--- config.mk ---
export PLATFORM = sky130hd
export DESIGN_NAME = cbz_queue
export DESIGN_NICKNAME = d
export VERILOG_FILES = /design/src/rtl/cbz_pkg.sv /design/src/rtl/cbz_queue.sv
export SDC_FILE = /design/constraint.sdc
export NUM_CORES = 1
export LEC_CHECK = 0
export BUFFER_PORTS_ARGS = -buffer_cell sky130_fd_sc_hd__buf_2
export CAP_MARGIN = 20
export CELL_PAD_IN_SITES_DETAIL_PLACEMENT = 0
export CELL_PAD_IN_SITES_GLOBAL_PLACEMENT = 1
export CORE_ASPECT_RATIO = 1.2
export CORE_UTILIZATION = 40
export DETAILED_ROUTE_END_ITERATION = 6
export PLACE_DENSITY = 0.69
export SYNTH_ARGS = -nofsm -noshare
export SYNTH_HDL_FRONTEND = slang
export SYNTH_SLANG_ARGS = --single-unit
--- constraint.sdc ---
create_clock -name clk -period 13.9 [get_ports clk]
set_clock_uncertainty 0.2 [all_clocks]
set_input_delay 2.78 -clock clk [delete_from_list [all_inputs] [get_ports clk]]
set_output_delay 2.78 -clock clk [all_outputs]
set_load 0.005 [all_outputs]
--- src/rtl/cbz_pkg.sv ---
package cbz_pkg;

	// One Q16.16 control or curve point.
	typedef struct packed {
		logic signed [31:0] y;
		logic signed [31:0] x;
	} pt_t;

	// Input request: one control point.
	typedef struct packed {
		logic signed [31:0] point_x;
		logic signed [31:0] point_y;
		logic               new_path;
	} in_item_t;

	// Output request: one curve sample.
	typedef struct packed {
		logic signed [31:0] curve_x;
		logic signed [31:0] curve_y;
		logic               run_last;
	} out_item_t;

	// A complete cubic segment, pts[0] is the start point.
	typedef struct packed {
		pt_t [3:0] pts;
	} seg_t;

	// Queue status seen by the front.
	typedef struct packed {
		logic full;
		logic empty;
	} q_status_t;

endpackage

--- src/rtl/cbz_queue.sv ---
module cbz_queue
	import cbz_pkg::*;
(
	input  logic      clk,
	input  logic      arst_n,
	input  logic      push_valid,
	input  seg_t      push_seg,
	output q_status_t q_status,
	input  logic      pop,
	output logic      q_valid,
	output seg_t      q_seg
);

	localparam int DEPTH = 2;
	localparam int AW    = $clog2(DEPTH);

	seg_t          ent_q [DEPTH];
	logic [AW-1:0] wr_ptr_q;
	logic [AW-1:0] rd_ptr_q;
	logic [AW:0]   count_q;
	logic          do_push;
	logic          do_pop;

	assign q_status.full  = (count_q == (AW+1)'(DEPTH));
	assign q_status.empty = (count_q == '0);
	assign q_valid        = !q_status.empty;
	assign q_seg          = ent_q[rd_ptr_q];
	assign do_push        = push_valid && !q_status.full;
	assign do_pop         = pop && q_valid;

	always_ff @(posedge clk or negedge arst_n) begin
		if (!arst_n) begin
			wr_ptr_q <= '0;
			rd_ptr_q <= '0;
			count_q  <= '0;
		end else begin
			if (do_push) wr_ptr_q <= wr_ptr_q + 1'b1;
			if (do_pop)  rd_ptr_q <= rd_ptr_q + 1'b1;
			case ({do_push, do_pop})
				2'b10:   count_q <= count_q + 1'b1;
				2'b01:   count_q <= count_q - 1'b1;
				default: count_q <= count_q;
			endcase
		end
	end

	always_ff @(posedge clk) begin
		if (do_push) ent_q[wr_ptr_q] <= push_seg;
	end

endmodule

==> results of run 1 <==
worst reg2reg max path, cell delays in order, from the launching register on:
cell and delay (ns):
dfrtp_1 0.41, nand2b_1 0.17, and3_4 0.75, buf_4 0.89, buf_4 0.94
worst max path at each step:
stage                         startpoint                     to  depth (start not counted)
floorplan                     push_valid  ent_q[0][0]$_DFFE_PP_                          2
global placement    rd_ptr_q$_DFFE_PN0P_             q_seg[113]                          4
detailed placement  rd_ptr_q$_DFFE_PN0P_              q_seg[78]                          4
CTS                 rd_ptr_q$_DFFE_PN0P_              q_seg[78]                          4
global route        rd_ptr_q$_DFFE_PN0P_             q_seg[152]                          4
finish              rd_ptr_q$_DFFE_PN0P_             q_seg[152]                          4
cell usage in the layout, fill, tap and decap left out, drive strengths merged:
master    n
and2      1
clkinv   27
dfrtp     4
nand2     1
inv       5
buf     528
edfxtp  512
clkbuf   61
bufinv    3
mux2    256
diode     7
and3      1
or2       1
nor2      2
xnor2     3
nand2b    1
ha        1
xor2      2
cell families after synthesis:
| logic type | synth area share [%] |
|---|---|
| flip-flops | 78.61 |
| multiplexers | 19.03 |
| buffers and inverters | 1.888 |
| AND/OR/NAND/NOR | 0.1844 |
| XOR/XNOR | 0.2225 |
| adder cells (fa/ha/maj) | 0.06355 |
registers in the layout, summed over array words and instances (netlist names):
register,cells
ent_q,512
wr_ptr_q,1
rd_ptr_q,1
count_q,2
report_power, final:
part           total [mW]  internal, mW  switching [mW]
Combinational        1.54         0.821           0.723
Sequential           2.25          2.13           0.119
Clock                1.31         0.749           0.557
Total                5.10          3.70            1.40
area by class of cell:
cell class,count,area (µm²)
Sequential cell,516,15480
Inverter,2,7.507
Fill cell,4048,23910
Antenna cell,7,17.52
Clock buffer,61,1356
Timing Repair Buffer,528,2700
Tap cell,630,788.3
Multi-Input combinational cell,269,3851
Clock inverter,33,230.2
routing by layer:
layer  vias to the layer above  track usage [%]
li1                       4370                -
met1                      4757            17.74
met2                       353            28.87
met3                        80            6.320
met4                        10            5.268
met5                         -                0
stage by stage:
stage	total power, mW	util, %
2_1_floorplan	3.393	-
3_3_place_gp	3.837	47.17
3_5_place_dp	3.860	47.17
4_1_cts	5.174	50.45
5_1_grt	5.340	50.52
6_report	5.103	50.54
==> summary.md, run 1 <==
| Metric | Value |
|---|---|
| Status | `finished clean` |
| CP required | `between 10 and 15 ns` |
| Setup crit end kind | `output port` |
| Crit-path cells | `buf_4, buf_4, mux2_4, buf_2` |
| Most frequent cells after synthesis | `512 x edfxtp_1, 230 x mux2_4, 26 x mux2_2` |
| PwrDens | `208.9 nW/µm²` |
| Tot GR Track Use | `between 10% and 20%` |
| Vias per Instance | `4.677` |
| Top Family by Delay on Critical Path | `buffers and inverters` |
| Synth Instances | `816` |
| Initial antenna violation count | `14` |
| Setup bufs post-CTS | `0` |
| Max Freq | `0.1444 GHz` |
| Sum of negative setup slack | `0 ns` |
| Crit share post-route | `49.83%` |
| Worst-Margin Slew | `about 1.4 ns` |
| CTS tree | `done` |
| Met1 WL | `15120 µm` |
| Post-Syn Area per Cell | `approximately 24 µm²` |
| R2r setup slk | `10.14 ns` |
| Most common cell in the netlist | `edfxtp_1` |
| YS warnings | `0` |
| Synth area leaders | `edfxtp_1 78%, mux2_4 18%, mux2_2 1.5%` |
| Max layer used | `met5` |
| RD Place Congestion | `0.7780` |
| Slew Viols, Final | `0` |
| Tmin final | `6.927 ns` |
| Num rows | `88` |
| Routed Antenna Nets | `0` |
| Wire per inst | `20.62 µm` |
| Ys flop type | `edfxtp_1` |
| Max-Cap Viols | `0` |
| Crit Reg-Reg Endpoint | `ent_q[1][25]$_DFFE_PP_` |
| I/O Buffers | `around 520` |
| Final hold vios | `0` |
| Initial core utilization | `40.73%` |
| WHS Endpoint | `count_q[1]$_DFFE_PN0P_` |
| Synthesized flop and latch total | `between 500 and 600` |
| DR WL met3 | `3699 µm` |
| WHS | `0.3122 ns` |
| Seq/Total Area, Yosys | `between 70% and 80%` |
| DP Cell Count | `about 2k` |
| Syn-to-layout area delta | `24.10%` |
| Gates resized, CTS repair | `0` |
| I/O pin count | `519` |
| Sink Count | `approximately 520` |
| Rel. slew slack | `7.014%` |
| Startpoint types | `flop` |
| HPWL after DPL | `between 20000 and 30000 µm` |
| Synth area leader | `edfxtp_1` |
| Total Wirelength | `42200 µm` |
| Pin count of the biggest net entering global routing | `175` |
| Share of layout cells above drive strength 1 | `60.82%` |
| Net count after synthesis | `1077` |
| Unrepaired setup endpoints after global routing | `false` |
| Die X | `around 200 µm` |
| Type of the worst setup path | `flop to output port` |
| Clk root buf | `clkbuf_16` |
| DRC | `0` |
| Hold Startpoint | `count_q[1]$_DFFE_PN0P_` |
| Clock slew seen by the registers of the worst setup and hold paths | `0.06 ns` |
| TritonCTS Buffers | `51` |
| TritonRoute pass-1 iters | `4` |
| HP Class | `flop to flop` |
| Reg2Reg Depth | `4` |
| Cell leakage power | `9.733 nW` |
| Mapped Area | `19690 µm²` |
| Critical Path AT | `a little under 4 ns` |
| CP dominant cell by count | `buf_4` |
| Worst vdd ir | `0.2202 mV` |
| Hold Path Depth | `1` |
| Core area | `48340 µm²` |
| Final setup vio count | `0` |
| CTS Hold Buffers Added | `0` |
| Die area | `50110 µm²` |
| First-pass GRT wire length | `between 60000 and 70000 µm` |
| Crit-path max cell delay | `0.98 ns` |
| Number of library cell types mapped by synthesis | `18` |
| Final std cells w/o fill | `2046` |
| Max clock buf depth | `3` |
| Maximum fanout along the worst path | `57` |
| Post-synth ARST share | `0.7752%` |
| Final non-filler cell area | `24430 µm²` |
| Final worst slack | `roughly 7 ns` |
| Metal2 WL | `22230 µm` |
| Number of nets in the layout | `1629` |
| Initial DRC Count | `335` |
| Worst-Skew Late Latency | `0.57 ns` |
| DR vias | `9570` |
| Pre-CTS WS | `7.501 ns` |
| DP Area | `22800 µm²` |
| Vias in the first global route | `about 10k` |
| Number of flops mapped to enable cells by yosys | `512` |
| Die height | `245.0 µm` |
| Synth top area share | `78.10%` |
| Slowest cell on crit path | `dfrtp_4` |
| Gr ovfl total | `0` |
| WP buf/inv | `3` |
| H-tree depth | `2` |
| R2r startpoint | `count_q[0]$_DFFE_PN0P_` |
No activity file was read; power rests on OpenSTA's default activity.
==> inputs of run 2 (changes only) <==
==> constraint.sdc (replaced) <==
create_clock -name clk -period 7.2 [get_ports clk]
set_clock_uncertainty 0.2 [all_clocks]
set_input_delay 1.44 -clock clk [delete_from_list [all_inputs] [get_ports clk]]
set_output_delay 1.44 -clock clk [all_outputs]
set_load 0.005 [all_outputs]
==> summary.md, run 2 (synthesized netlist as in run 1, its figures left out) <==
| Metric | Value |
|---|---|
| Multi-input logic area | `3851 µm² (unchanged)` |
| Syn-to-layout area delta | `24.20% (about the same)` |
| CTS tree | `done` |
| Gates resized, CTS repair | `0 (unchanged)` |
| Die X | `204.5 µm (unchanged)` |
| DR vias | `9497 (-0.76%)` |
| Gr ovfl total | `0 (unchanged)` |
| Routed Antenna Nets | `0 (unchanged)` |
| Final hold vios | `0 (unchanged)` |
| Die area | `50110 µm² (unchanged)` |
| Sink Count | `516 (unchanged)` |
| DP Cell Count | `1943 (-0.051%)` |
| RD Place Congestion | `0.7622 (-2.0%)` |
| Fill cells | `4074 (+0.64%)` |
| Setup crit end kind | `output port` |
| R2r startpoint | `count_q[0]$_DFFE_PN0P_` |
| H-tree depth | `2 (unchanged)` |
| Vias per Instance | `4.651 (-0.57%)` |
| Number of flip-flops under the largest register name | `512 (unchanged)` |
| Max clock buf depth | `3 (unchanged)` |
| Number of nets in the layout | `1627 (-0.12%)` |
| Sum of negative setup slack | `0 ns (unchanged)` |
| TritonCTS Buffers | `51 (unchanged)` |
| Reg2Reg Depth | `5 (+1)` |
| Vias in the first global route | `9946 (-0.35%)` |
| Cell leakage power | `9.716 nW (-0.17%)` |
| CP endpoint | `q_seg[153]` |
| Reg area | `15480 µm² (unchanged)` |
| Largest regs | `ent_q: 512 flops, count_q: 2 flops` |
| Flop pwr share | `43.5% (-0.7 points)` |
| Slew Viols, Final | `0 (unchanged)` |
| Critical Path AT | `2.71 ns (-1.24 ns)` |
| Pin count of the biggest net entering global routing | `160 (-8.6%)` |
| PwrDens | `403.8 nW/µm² (+93%)` |
| HPWL after DPL | `27420 µm (-6.7%)` |
| Type of the worst setup path | `flop to output port` |
| I/O Buffers | `518 (unchanged)` |
| Crit Reg-Reg Endpoint | `ent_q[0][159]$_DFFE_PP_` |
| Crit share post-route | `between 60% and 70%` |
| Maximum fanout along the worst path | `123 (+120%)` |
| Clk network pwr share | `25.7% (about the same)` |
| Initial core utilization | `40.73% (unchanged)` |
| CP required | `5.56 ns (-5.36 ns)` |
| Rel. slew slack | `27.51% (+21 points)` |
| Num rows | `88 (unchanged)` |
| Total Wirelength | `40350 µm (-4.4%)` |
| Max Freq | `0.2297 GHz` |
| First-pass GRT wire length | `58660 µm (-2.9%)` |
| Worst Setup SP | `rd_ptr_q$_DFFE_PN0P_` |
| Core area | `48340 µm² (unchanged)` |
| Slowest cell on crit path | `dfrtp_4` |
| Share of layout cells above drive strength 1 | `60.87% (about the same)` |
| HP Class | `flop to flop` |
| Overall Power | `9.873 mW (+93%)` |
| Final setup vio count | `0 (unchanged)` |
| Initial antenna violation count | `19 (+5)` |
| Crit-path cells | `buf_12, mux2_4, buf_2` |
| Setup bufs post-CTS | `0 (unchanged)` |
| Worst-Skew Late Latency | `0.57 ns (about the same)` |
| Unrepaired setup endpoints after global routing | `false` |
| Biggest register | `ent_q` |
| Tot GR Track Use | `15.71% (-0.60 points)` |
| Switching power | `2.672 mW (+91%)` |
| Initial DRC Count | `303 (-9.6%)` |
| Wire per inst | `19.76 µm (-4.2%)` |
| Sw frac | `27.06% (-0.35 points)` |
| Status | `finished clean` |
| Die height | `245.0 µm (unchanged)` |
| Most frequent cells in the layout | `518 x buf_2, 512 x edfxtp_1, 230 x mux2_4, 53 x clkbuf_16, 26 x mux2_2` |
| Most common cell after layout, fill and taps aside | `buf_2` |
| Logic pwr share | `30.8% (+0.5 points)` |
| I/O pin count | `519 (unchanged)` |
| TritonRoute pass-1 iters | `4 (unchanged)` |
| Clock slew seen by the registers of the worst setup and hold paths | `0.06 ns (about the same)` |
| Tmin final | `4.353 ns` |
| Worst vdd ir | `0.3811 mV (+73%)` |
| Max-Cap Viols | `0 (unchanged)` |
| Crit-path max cell delay | `0.71 ns (-0.27 ns)` |
| Final std cells w/o fill | `2042 (-0.20%)` |
| Clk root buf | `clkbuf_16` |
| Startpoint types | `flop` |
| CTS Hold Buffers Added | `0 (unchanged)` |
| Worst-Margin Slew | `1.087 ns (-0.3075 ns)` |
| Internal power | `7.202 mW (+94%)` |
| DRC | `0 (unchanged)` |
| R2r setup slk | `4.31 ns (-5.83 ns)` |
run 2: changes by cell type in the layout (fill, tap and decap cells not counted), sizes merged:
cell	previous run	this run
inv	5	3
clkinvlp	0	3
clkinv	27	17
buf	528	526
bufinv	3	4
clkbuf	61	65
diode	7	9
run 2: cell type report:
class / count / area share [%]
Antenna cell: 9 / 0.09211
Clock buffer: 65 / 5.609
Clock inverter: 25 / 0.9314
Inverter: 2 / 0.03070
Multi-Input combinational cell: 269 / 15.75
Sequential cell: 516 / 63.31
Tap cell: 630 / 3.224
Timing Repair Buffer: 526 / 11.05
run 2: metrics by stage:
stage	instance area, µm²	hold slack, ns	setup WS (ns)	util (%)
5_1_grt	24440	0.3175	2.758	50.57
4_1_cts	24430	0.2927	2.848	50.54
3_3_place_gp	22830	0.2726	3.314	47.23
2_1_floorplan	19690	0.2566	1.206	-
6_report	24450	0.2894	2.847	50.58
3_5_place_dp	22830	0.2846	3.315	47.23
run 2: worst min path at each step:
| stage | from | cells past startpoint | slack [ns] | end |
|---|---|---|---|---|
| 2_1_floorplan | count_q[1]$_DFFE_PN0P_ | 1 | 0.26 | count_q[1]$_DFFE_PN0P_ |
| 3_3_place_gp | count_q[1]$_DFFE_PN0P_ | 1 | 0.27 | count_q[1]$_DFFE_PN0P_ |
| 3_5_place_dp | count_q[1]$_DFFE_PN0P_ | 1 | 0.28 | count_q[1]$_DFFE_PN0P_ |
| 4_1_cts | count_q[1]$_DFFE_PN0P_ | 1 | 0.29 | count_q[1]$_DFFE_PN0P_ |
| 5_1_grt | count_q[1]$_DFFE_PN0P_ | 1 | 0.32 | count_q[1]$_DFFE_PN0P_ |
| 6_report | count_q[1]$_DFFE_PN0P_ | 1 | 0.29 | count_q[1]$_DFFE_PN0P_ |
run 2: routing by layer:
layer | part of all wire [%] | track usage [%] | up-vias
met5 | 0.23 | 0 | -
met4 | 3.2 | 6.365 | 16
met3 | 9.6 | 6.559 | 93
met2 | 52 | 27.39 | 350
met1 | 35 | 16.63 | 4660
li1 | - | - | 4378
run 2: power groups by stage:
stage	registers (mW)	clock network (mW)	logic, mW
3_3_place_gp	4.33	0	3.09
4_1_cts	4.30	2.62	3.11
5_1_grt	4.35	2.72	3.25
6_report	4.29	2.54	3.04
2_1_floorplan	4.37	0	2.08
3_5_place_dp	4.36	0	3.10
run 2: critical path: cells and delay by family, from the launching register on:
| family | cells | cell delay (ns) |
|---|---|---|
| mux | 1 | 0.37 |
| flops | 1 | 0.71 |
| buf+inv | 2 | 0.77 |
