<file path="config.mk">
export PLATFORM = sky130hd
export DESIGN_NAME = cbz_front
export DESIGN_NICKNAME = d
export VERILOG_FILES = /design/src/rtl/cbz_pkg.sv /design/src/rtl/cbz_front.sv
export SDC_FILE = /design/constraint.sdc
export NUM_CORES = 1
export LEC_CHECK = 0
export BUFFER_PORTS_ARGS = -buffer_cell sky130_fd_sc_hd__buf_2
export CORE_MARGIN = 4
export CORE_UTILIZATION = 35
export CTS_CLUSTER_SIZE = 24
export DETAILED_ROUTE_END_ITERATION = 6
export MAX_ROUTING_LAYER = met4
export PLACE_DENSITY = 0.61
export RECOVER_POWER = 100
export REMOVE_ABC_BUFFERS = 1
export SKIP_LAST_GASP = 1
export SLEW_MARGIN = 20
export SYNTH_ARGS = -nofsm -noshare
export SYNTH_HDL_FRONTEND = slang
export SYNTH_SLANG_ARGS = --single-unit
</file>
<file path="constraint.sdc">
create_clock -name clk -period 13.2 [get_ports clk]
set_input_delay 0.66 -clock clk [delete_from_list [all_inputs] [get_ports clk]]
set_output_delay 0.66 -clock clk [all_outputs]
set_load 0.005 [all_outputs]
</file>
<file path="src/rtl/cbz_pkg.sv">
package cbz_pkg;

	// One Q16.16 control or curve point.
	typedef struct packed {
		logic signed [31:0] y;
		logic signed [31:0] x;
	} pt_t;

	// Input request: one control point.
	typedef struct packed {
		logic signed [31:0] point_x;
		logic signed [31:0] point_y;
		logic               new_path;
	} in_item_t;

	// Output request: one curve sample.
	typedef struct packed {
		logic signed [31:0] curve_x;
		logic signed [31:0] curve_y;
		logic               run_last;
	} out_item_t;

	// A complete cubic segment, pts[0] is the start point.
	typedef struct packed {
		pt_t [3:0] pts;
	} seg_t;

	// Queue status seen by the front.
	typedef struct packed {
		logic full;
		logic empty;
	} q_status_t;

endpackage

</file>
<file path="src/rtl/cbz_front.sv">
module cbz_front
	import cbz_pkg::*;
(
	input  logic      clk,
	input  logic      arst_n,
	input  logic      point_valid,
	output logic      point_stall,
	input  in_item_t  point,
	input  q_status_t q_status,
	output logic      push_valid,
	output seg_t      push_seg
);

	logic       anchor_q;
	logic [1:0] cnt_q;
	pt_t        p0_q;
	pt_t        p1_q;
	pt_t        p2_q;
	pt_t        pt_in;
	logic       accept;
	logic       restart;

	assign pt_in.x     = point.point_x;
	assign pt_in.y     = point.point_y;
	assign point_stall = q_status.full;
	assign accept      = point_valid && !q_status.full;
	assign restart     = point.new_path || !anchor_q;

	// Fourth point of a segment: hand the whole segment to the queue.
	assign push_valid  = accept && !restart && (cnt_q == 2'd2);
	assign push_seg.pts[0] = p0_q;
	assign push_seg.pts[1] = p1_q;
	assign push_seg.pts[2] = p2_q;
	assign push_seg.pts[3] = pt_in;

	always_ff @(posedge clk or negedge arst_n) begin
		if (!arst_n) begin
			anchor_q <= 1'b0;
			cnt_q    <= 2'd0;
		end else if (accept) begin
			if (restart) begin
				anchor_q <= 1'b1;
				cnt_q    <= 2'd0;
			end else if (cnt_q == 2'd2) begin
				cnt_q <= 2'd0;
			end else begin
				cnt_q <= cnt_q + 2'd1;
			end
		end
	end

	// Point storage: no reset, guarded by anchor_q and cnt_q.
	always_ff @(posedge clk) begin
		if (accept) begin
			if (restart || cnt_q == 2'd2) begin
				p0_q <= pt_in;
			end else begin
				case (cnt_q)
					2'd0:    p1_q <= pt_in;
					default: p2_q <= pt_in;
				endcase
			end
		end
	end

endmodule

</file>
==> impl_metrics.ini, run 1 <==
[layout]
multiInputGateArea_sq_um = 77.57
final_nets = 629
seq_area_sq_um = 5841
drive_above_1_share = 0.1871
fill_cells = 1733
n_antenna_cell = 0
final_cell_mix = clkbuf_1, edfxtp_1, buf_2, clkbuf_16, clkbuf_2
mostFrequentLayoutCell = clkbuf_1
area_delta_synth_final_pct = 26.11

[global_route]
grtUsageTotal = 0.1364
use_met2 = 0.2279
grtUsageMet1 = 0.1516
grt_pass1_vias = 3579
antenna_found_initial = 0
busiest_layer = met2
grt_pass1_wl_microns = 20190
grt-ovfl-total = 0
grt_max_degree = 36
grt_use_met3 = 0.03927

[outcome]
violations = max-capacitance violations, max-slew violations
outcome = finished with violations

[timing]
final.setup_skew_ps = 9.786
slew_viol_final = 189
worst_pin_slew_ps = 2756
period_needed_ps = 4809
max_freq_mhz = 207.9
setup_ws_ps = 8391
hold_viol = 0
finalSetupTns_ps = 0
grt_setup_unrepaired = no
setup_viol = 0
post-route-period-util = 0.3643
relSlewSlack = -0.8440

[detailed_routing]
drt-pass1-iter-count = 4
ant_nets = 0
num_vias = 3463
remaining_drc_errors = 0
wl_per_cell_microns = 18.16
wl_microns = 14550
drt_iter0_drc = 125
vias_per_cell = 4.323

[floorplan]
start_util = 0.3567
rows = 49
dieArea_sq_um = 20600
die_w_microns = 143.5
die_h_microns = 143.5
core-area_sq_um = 18020
io_pins = 328

[pwr]
irDropWorstVdd_mv = 0.09613
power_density_nw_per_um2 = 153.3
fin_total_pwr_uw = 1243
leakagePower_uw = 0.002673

[min_path]
hp-start = point[44]
hp-class = input pin to register

[logic_synthesis]
synthCells = 274
avgSynthCellArea_sq_um = 23.47
synth_area_sq_um = 6430
seq_area_frac_synth = 0.9083
yosysWarnings = 0
yosysUniqueCellTypes = 10
ys_seq_elements = 195

[clock_network]
cts_buffers = 17
tritoncts = done
cts_setup_buffers = 0
root_buffer = clkbuf_16
clkSinkCount = 195
cts_resized = 0
insertion_delay_ps = 420
clk_pin_slew_ps = 70
h-tree-depth = 4
clockBufferDepth = 2

[critical_path]
required_ps = 13200
cp_top_family = simple AND/OR/NAND/NOR gates
cp-startpoint = q_status[1]
endpoint_kind = register
crit_chain = clkbuf_1, nand4bb_1, nor2_1, clkbuf_1
cpPeakStageDelay_ps = 2030
path_buf_inv = 2
worstSetupStartpointType = input pin
cp_slowest_cell = nor2_1
r2r-start = anchor_q
critical_path_class = input pin to register
crit_top_cell = clkbuf_1
arrival_ps = 4810
path_max_fanout = 35

[flow_run]
maxCapViolations = 6

[placed_design]
dp_hpwl_microns = 10540
io_buffers = 326
gp_congestion = 0.7595
dp_slack_ps = 10300
metrics by stage:
stage | hold slack, ps | utilization | instances | cell area (sq um)
detailed placement | 461.9 | 0.4398 | 768 | 7928
finish | 492.2 | 0.4499 | 801 | 8109
CTS | 2.941 | 0.4705 | 800 | 8481
global placement | 455.4 | 0.4390 | 767 | 7913
floorplan | 364.4 | - | 209 | 5942
global route | 484.6 | 0.4499 | 801 | 8109
flip-flops by register name (all words and copies together), names as in the netlist:
name and count:
push_seg 192, cnt_q 2, anchor_q 1
cells in the mapped netlist:
| cell | instances | area share |
|---|---|---|
| a31oi_1 | 1 | 0.00097 |
| inv_1 | 2 | 0.0012 |
| nand4bb_4 | 1 | 0.0043 |
| edfxtp_1 | 192 | 0.90 |
| nor2_1 | 3 | 0.0018 |
| nand2b_1 | 4 | 0.0039 |
| or2_1 | 1 | 0.00097 |
| o2bb2ai_1 | 2 | 0.0027 |
| dfrtp_1 | 3 | 0.012 |
| buf_4 | 65 | 0.076 |
report_power, final:
part           leakage (uW)  switching [uW]  internal (uW)
clock network      0.000252             229            246
logic              0.000637            39.4           18.6
registers           0.00178            5.29            704
total               0.00267             274            969
path summary, 6_finish.rpt:
path	to	slack [ps]	cells after the start
hold / removal	push_seg[75]	490	1
max in group asynchronous	cnt_q[0]	12440	2
setup / recovery	push_seg[144]	8390	4
hold reg to reg	anchor_q	510	1
min in group asynchronous	anchor_q	580	2
setup reg to reg	push_seg[144]	8440	3
per-layer routing:
metal | share of wire | vias up
li1 | - | 1547
met1 | 0.38 | 1684
met2 | 0.52 | 201
met3 | 0.081 | 31
met4 | 0.024 | 0
met5 | 0 | -
cell type report:
type,instances,share of cell area
sequential,195,0.7203
timing repair buffer,331,0.1657
clock buffer,18,0.05292
tap,229,0.03533
clock inverter,14,0.01528
multi-input combinational,12,0.009566
inverter,2,0.0009258
logic make-up after synthesis:
group                  count (synthesis)  synth area share
AO/OA/AOI/OAI                          3          0.003698
buffers and inverters                 67           0.07706
flip-flops                           195            0.9083
AND/OR/NAND/NOR                        9           0.01090
repair_timing:
item                                    CTS  global route
endpoints found under the hold margin     0             3
endpoints found under the setup margin    0             0
hold buffers                              0             1
(Power assumes the default switching activity.)
==> run 2, diff against run 1 <==
Settings changed: PLACE_DENSITY 0.61 to 0.64.
Clock period 13.2 ns to 4 ns, I/O delays scaled along.
==> run 2 against run 1 <==
The run still ends with max-capacitance violations, max-slew violations left. Combinational power grew to 4.2 times the previous value. Clock skew fell by 3.5 ps. Die area unchanged. Critical path depth down 1. Utilization rose by 3.5 points. First-iteration DRC count up 45%. Count of clock-buffer cells in the layout is 1 lower. Critical endpoint is now push_seg[80]. Largest power group unchanged. Highest routed layer unchanged.
==> impl_metrics.ini, run 2 (synthesis results as in run 1) <==
[layout]
area_delta_synth_final_pct = 35.94
final_cell_mix = clkbuf_1, edfxtp_1, buf_2, dlygate4sd3_1, clkbuf_16
n_antenna_cell = 0
final_nets = 685
largest_reg_flops = 192
mostFrequentLayoutCell = clkbuf_1
design_area_sq_um = 8741
drive_above_1_share = 0.1850

[timing]
setup_ws_ps = 1207
grt_setup_unrepaired = no
post-route-period-util = 0.6982
slew_viol_final = 106
hold_viol = 0
period_needed_ps = 2793
worst_pin_slew_ps = 1806
final.setup_skew_ps = 6.295
setup_viol = 0
max_freq_mhz = 358.1
relSlewSlack = -0.2055

[pwr]
p_seq_frac = 0.564
clkPwrFrac = 0.377
p_int_uw = 3239
leakagePower_uw = 0.002959
switching_share = 0.2193
power_density_nw_per_um2 = 474.6
irDropWorstVdd_mv = 0.2674
comb_power_share = 0.059
p_sw_uw = 909.8

[floorplan]
dieArea_sq_um = 20600
die_w_microns = 143.5
io_pins = 328
core-area_sq_um = 18020
rows = 49
die_h_microns = 143.5
start_util = 0.3567

[critical_path]
r2r_end = push_seg[80]
required_ps = 4110
worstSetupStartpointType = register
endpoint_kind = register
worst_r2r_path_depth = 3
cpPeakStageDelay_ps = 1430
critical_path_class = register to register
path_max_fanout = 33
endpoint = push_seg[80]
r2r-start = anchor_q
cp_slowest_cell = nor2_2
cp-startpoint = anchor_q
arrival_ps = 2900
crit_chain = nand4bb_1, nor2_2, buf_12
r2r_setup_slack_ps = 1210

[clock_network]
cts_buffers = 17
root_buffer = clkbuf_16
tritoncts = done
cts_resized = 0
cts_setup_buffers = 0
insertion_delay_ps = 420
h-tree-depth = 4
hold_buffers = 56
clockBufferDepth = 2
clk_pin_slew_ps = 70
clkSinkCount = 195

[global_route]
antenna_found_initial = 0
grt_pass1_wl_microns = 21230
grt-ovfl-total = 0
grt_max_degree = 65
grtUsageTotal = 0.1431
grt_pass1_vias = 3860

[detailed_routing]
wl_microns = 15020
drt-pass1-iter-count = 4
num_vias = 3712
drt_iter0_drc = 181
ant_nets = 0
remaining_drc_errors = 0
wl_per_cell_microns = 17.55
vias_per_cell = 4.336

[placed_design]
dp_hpwl_microns = 10290
io_buffers = 326
dp_slack_ps = 1802
gp_congestion = 0.7378
dpl-instance-area_sq_um = 7965

[flow_run]
maxCapViolations = 3

[min_path]
hp-start = point[34]
hp-class = input pin to register

[outcome]
violations = max-capacitance violations, max-slew violations
outcome = finished with violations
run 2: changes by cell type in the layout (fill, tap and decap cells not counted), moves of 3 or more:
cell / previous run / this run
buf_1: 5 / 0
buf_2: 59 / 65
clkbuf_1: 250 / 247
clkinv_4: 2 / 5
clkinvlp_4: 6 / 2
dlygate4sd3_1: 1 / 57
run 2: worst min path at each step:
stage	endpoint	slack (ps)	depth (start not counted)
5_1_grt	push_seg[24]	90	1
4_1_cts	push_seg[111]	3	1
2_1_floorplan	anchor_q	-100	0
6_report	push_seg[1]	100	1
3_5_place_dp	anchor_q	10	1
3_3_place_gp	anchor_q	2	1
run 2: cell type report:
type / count / area [sq um]
clock buffers: 17 / 425.4
repair buffers: 387 / 1966
flip-flops and latches: 195 / 5841
fillers: 1640 / 9284
multi-input cells: 12 / 87.58
inverters: 2 / 7.507
well taps: 229 / 286.5
clock inverters: 14 / 127.6
run 2: metrics by stage:
| step | TNS [ps] | power, uW | hold WS [ps] | util | cells |
|---|---|---|---|---|---|
| after floorplan | -20900 | 2432 | -95.59 | - | 209 |
| after global placement | 0 | 2602 | 2.294 | 0.4404 | 767 |
| after detailed placement | 0 | 2616 | 10.19 | 0.4419 | 768 |
| after CTS | 0 | 4228 | 2.699 | 0.5037 | 855 |
| after global routing | 0 | 4307 | 85.18 | 0.4849 | 856 |
| final | 0 | 4149 | 99.75 | 0.4849 | 856 |
run 2: metal layers:
metal	routed length [microns]	vias up	share of wire	track usage
li1	-	1671	-	-
met2	7906	210	0.53	0.2469
met3	1301	18	0.087	0.04393
met5	0	-	0	-
met4	216	0	0.014	0.05055
met1	5600	1813	0.37	0.1571
run 2: power by group through the flow:
stage                     logic [uW]  registers (uW)  clock network [uW]
after floorplan                 34.1            2400                   0
final                            244            2340                1570
after detailed placement         234            2380                   0
after global routing             269            2340                1690
after global placement           222            2380                   0
after CTS                        276            2340                1610
run 2: worst max-delay path, delay by kind of cell, from the launching register on:
kind | cells | cell delay (ps)
buffers and inverters | 1 | 340
DFF | 1 | 380
and+or+nand+nor | 2 | 1720
==> run 3, diff against run 2 <==
Settings changed: ABC_AREA set to 1.
Clock period 4 ns to 2.3 ns, I/O delays scaled along.
==> run 3 against run 2 <==
The run now ends clean. Largest cell class unchanged. Clock power increased by 78%. First-iteration DRC count decreased by 34%. Die area unchanged. Highest routed layer unchanged. Worst hold slack got worse by 85 ps. Sequential cell count unchanged. Final area increased by 0.90%. Sequential power increased by 74%. Global-route usage increased by 0.41 points. Clock skew increased by 4.4 ps. Power increased by 76%. Via count increased by 0.59%.
==> impl_metrics.ini, run 3 <==
[outcome]
outcome = finished, final reports clean

[timing]
slew_viol_final = 0
grt_setup_unrepaired = no
max_freq_mhz = 589.5
period_needed_ps = 1696
final.setup_skew_ps = 10.66
relSlewSlack = 0.6667
worst_pin_slew_ps = 499.9
hold_viol = 0
setup_ws_ps = 603.5
whs_ps = 14.68
post-route-period-util = 0.7376
finalSetupTns_ps = 0
setup_viol = 0

[floorplan]
rows = 49
core-area_sq_um = 18020
die_h_microns = 143.5
start_util = 0.3567
dieArea_sq_um = 20600
die_w_microns = 143.5
io_pins = 328

[logic_synthesis]
synth_top_family_by_area = buffers and inverters
synth_area_sq_um = 6430
synthTopCellsByCount = edfxtp_1, buf_4, nand2_1
synth_xor_area_frac = 0
yosysUniqueCellTypes = 10
synth_most_common_cell = edfxtp_1
yosysWarnings = 0
seq_area_frac_synth = 0.9083
async_flop_share = 0.01538
ys_seq_elements = 195
yosysTopAreaCell = edfxtp_1
yosys.area_share.simple = 0.01148
synth_fa_ha_area_frac = 0
synthTopCellsByArea = edfxtp_1, buf_4, dfrtp_1
synthMuxAreaShare = 0
synthCells = 281
synth_top_area_frac = 0.8967
synth_compound_area_frac = 0.001362
ys.flop_type = edfxtp_1
avgSynthCellArea_sq_um = 22.88
synth-edff-count = 192

[global_route]
grt_pass1_wl_microns = 22040
antenna_found_initial = 0
grt_pass1_vias = 3955
grtUsageTotal = 0.1472
grt_max_degree = 65
grt-ovfl-total = 0

[placed_design]
dp_slack_ps = 713.1
dp_hpwl_microns = 10100
dpl-instance-area_sq_um = 7930
io_buffers = 326
gp_congestion = 0.7247

[layout]
area_delta_synth_final_pct = 37.17
final_nets = 701
fill_cells = 1655
drive_above_1_share = 0.1693
design_area_sq_um = 8820
final_cell_mix = clkbuf_1, edfxtp_1, dlygate4sd3_1, buf_2
largest_reg_flops = 192
mostFrequentLayoutCell = clkbuf_1
n_antenna_cell = 0

[clock_network]
h-tree-depth = 4
clkSinkCount = 195
clockBufferDepth = 2
cts_resized = 0
hold_buffers = 66
clk_pin_slew_ps = 70
root_buffer = clkbuf_16
cts_buffers = 17
tritoncts = done
insertion_delay_ps = 420
cts_setup_buffers = 0

[pwr]
fin_total_pwr_uw = 7290
p_sw_uw = 1632
comb_power_share = 0.059
power_density_nw_per_um2 = 826.6
switching_share = 0.2238
clkPwrFrac = 0.383
p_seq_frac = 0.558
p_int_uw = 5659
leakagePower_uw = 0.003013
irDropWorstVdd_mv = 0.4733

[critical_path]
arrival_ps = 1750
endpoint_kind = register
worstSetupStartpointType = register
r2r_setup_slack_ps = 600
critical_path_class = register to register
path_max_fanout = 34
required_ps = 2350

[min_path]
hp-class = input pin to register

[detailed_routing]
vias_per_cell = 4.277
wl_microns = 15210
wl_per_cell_microns = 17.43
drt-pass1-iter-count = 4
remaining_drc_errors = 0
drt_iter0_drc = 120
num_vias = 3734
ant_nets = 0

[flow_run]
maxCapViolations = 0
## run 3: path summary, 6_finish.rpt
kind,from,endpoint,cells after the start
max in group asynchronous,arst_n,cnt_q[1],2
max,anchor_q,push_seg[160],5
min,q_status[1],anchor_q,4
min in group asynchronous,arst_n,anchor_q,2
max reg2reg,anchor_q,push_seg[160],5
min reg2reg,anchor_q,anchor_q,2
## run 3: cell type report
type                    count  area [sq um]  share of cell area
flip-flops and latches    195          5841              0.6622
repair buffers            396          2029              0.2301
clock buffers              17         425.4             0.04823
well taps                 229         286.5             0.03249
clock inverters            15         147.6             0.01674
multi-input cells          16         71.32            0.008086
inverters                   5         18.77            0.002128
## run 3: power by group through the flow
stage / Sequential [uW] / Clock (uW) / Combinational, uW
2_1_floorplan: 4170 / 0 / 60.6
3_3_place_gp: 4140 / 0 / 389
3_5_place_dp: 4150 / 0 / 402
4_1_cts: 4070 / 2870 / 489
5_1_grt: 4080 / 3030 / 480
6_report: 4070 / 2790 / 432
## run 3: per-stage QoR
stage	instances	utilization
2_1_floorplan	216	-
3_3_place_gp	775	0.4400
3_5_place_dp	775	0.4400
4_1_cts	873	0.5084
5_1_grt	873	0.4893
6_report	873	0.4893
## run 3: cells by family (layout without fill, tap and decap cells)
logic type,after synthesis,after routing
compound gates,1,1
buf+inv,70,433
simple gates,15,15
flops,195,195
## run 3: worst max-delay path, cell delays in order, from the launching register on
cell and delay, ps:
dfrtp_1 330, inv_1 50, nor2_1 210, nand2_1 110
nor2_1 160, buf_4 460
## run 3: layer usage
layer | part of all wire | GRT usage
met1 | 0.38 | 0.1673
met2 | 0.53 | 0.2552
met3 | 0.080 | 0.04226
met4 | 0.013 | 0.04063
met5 | 0 | -
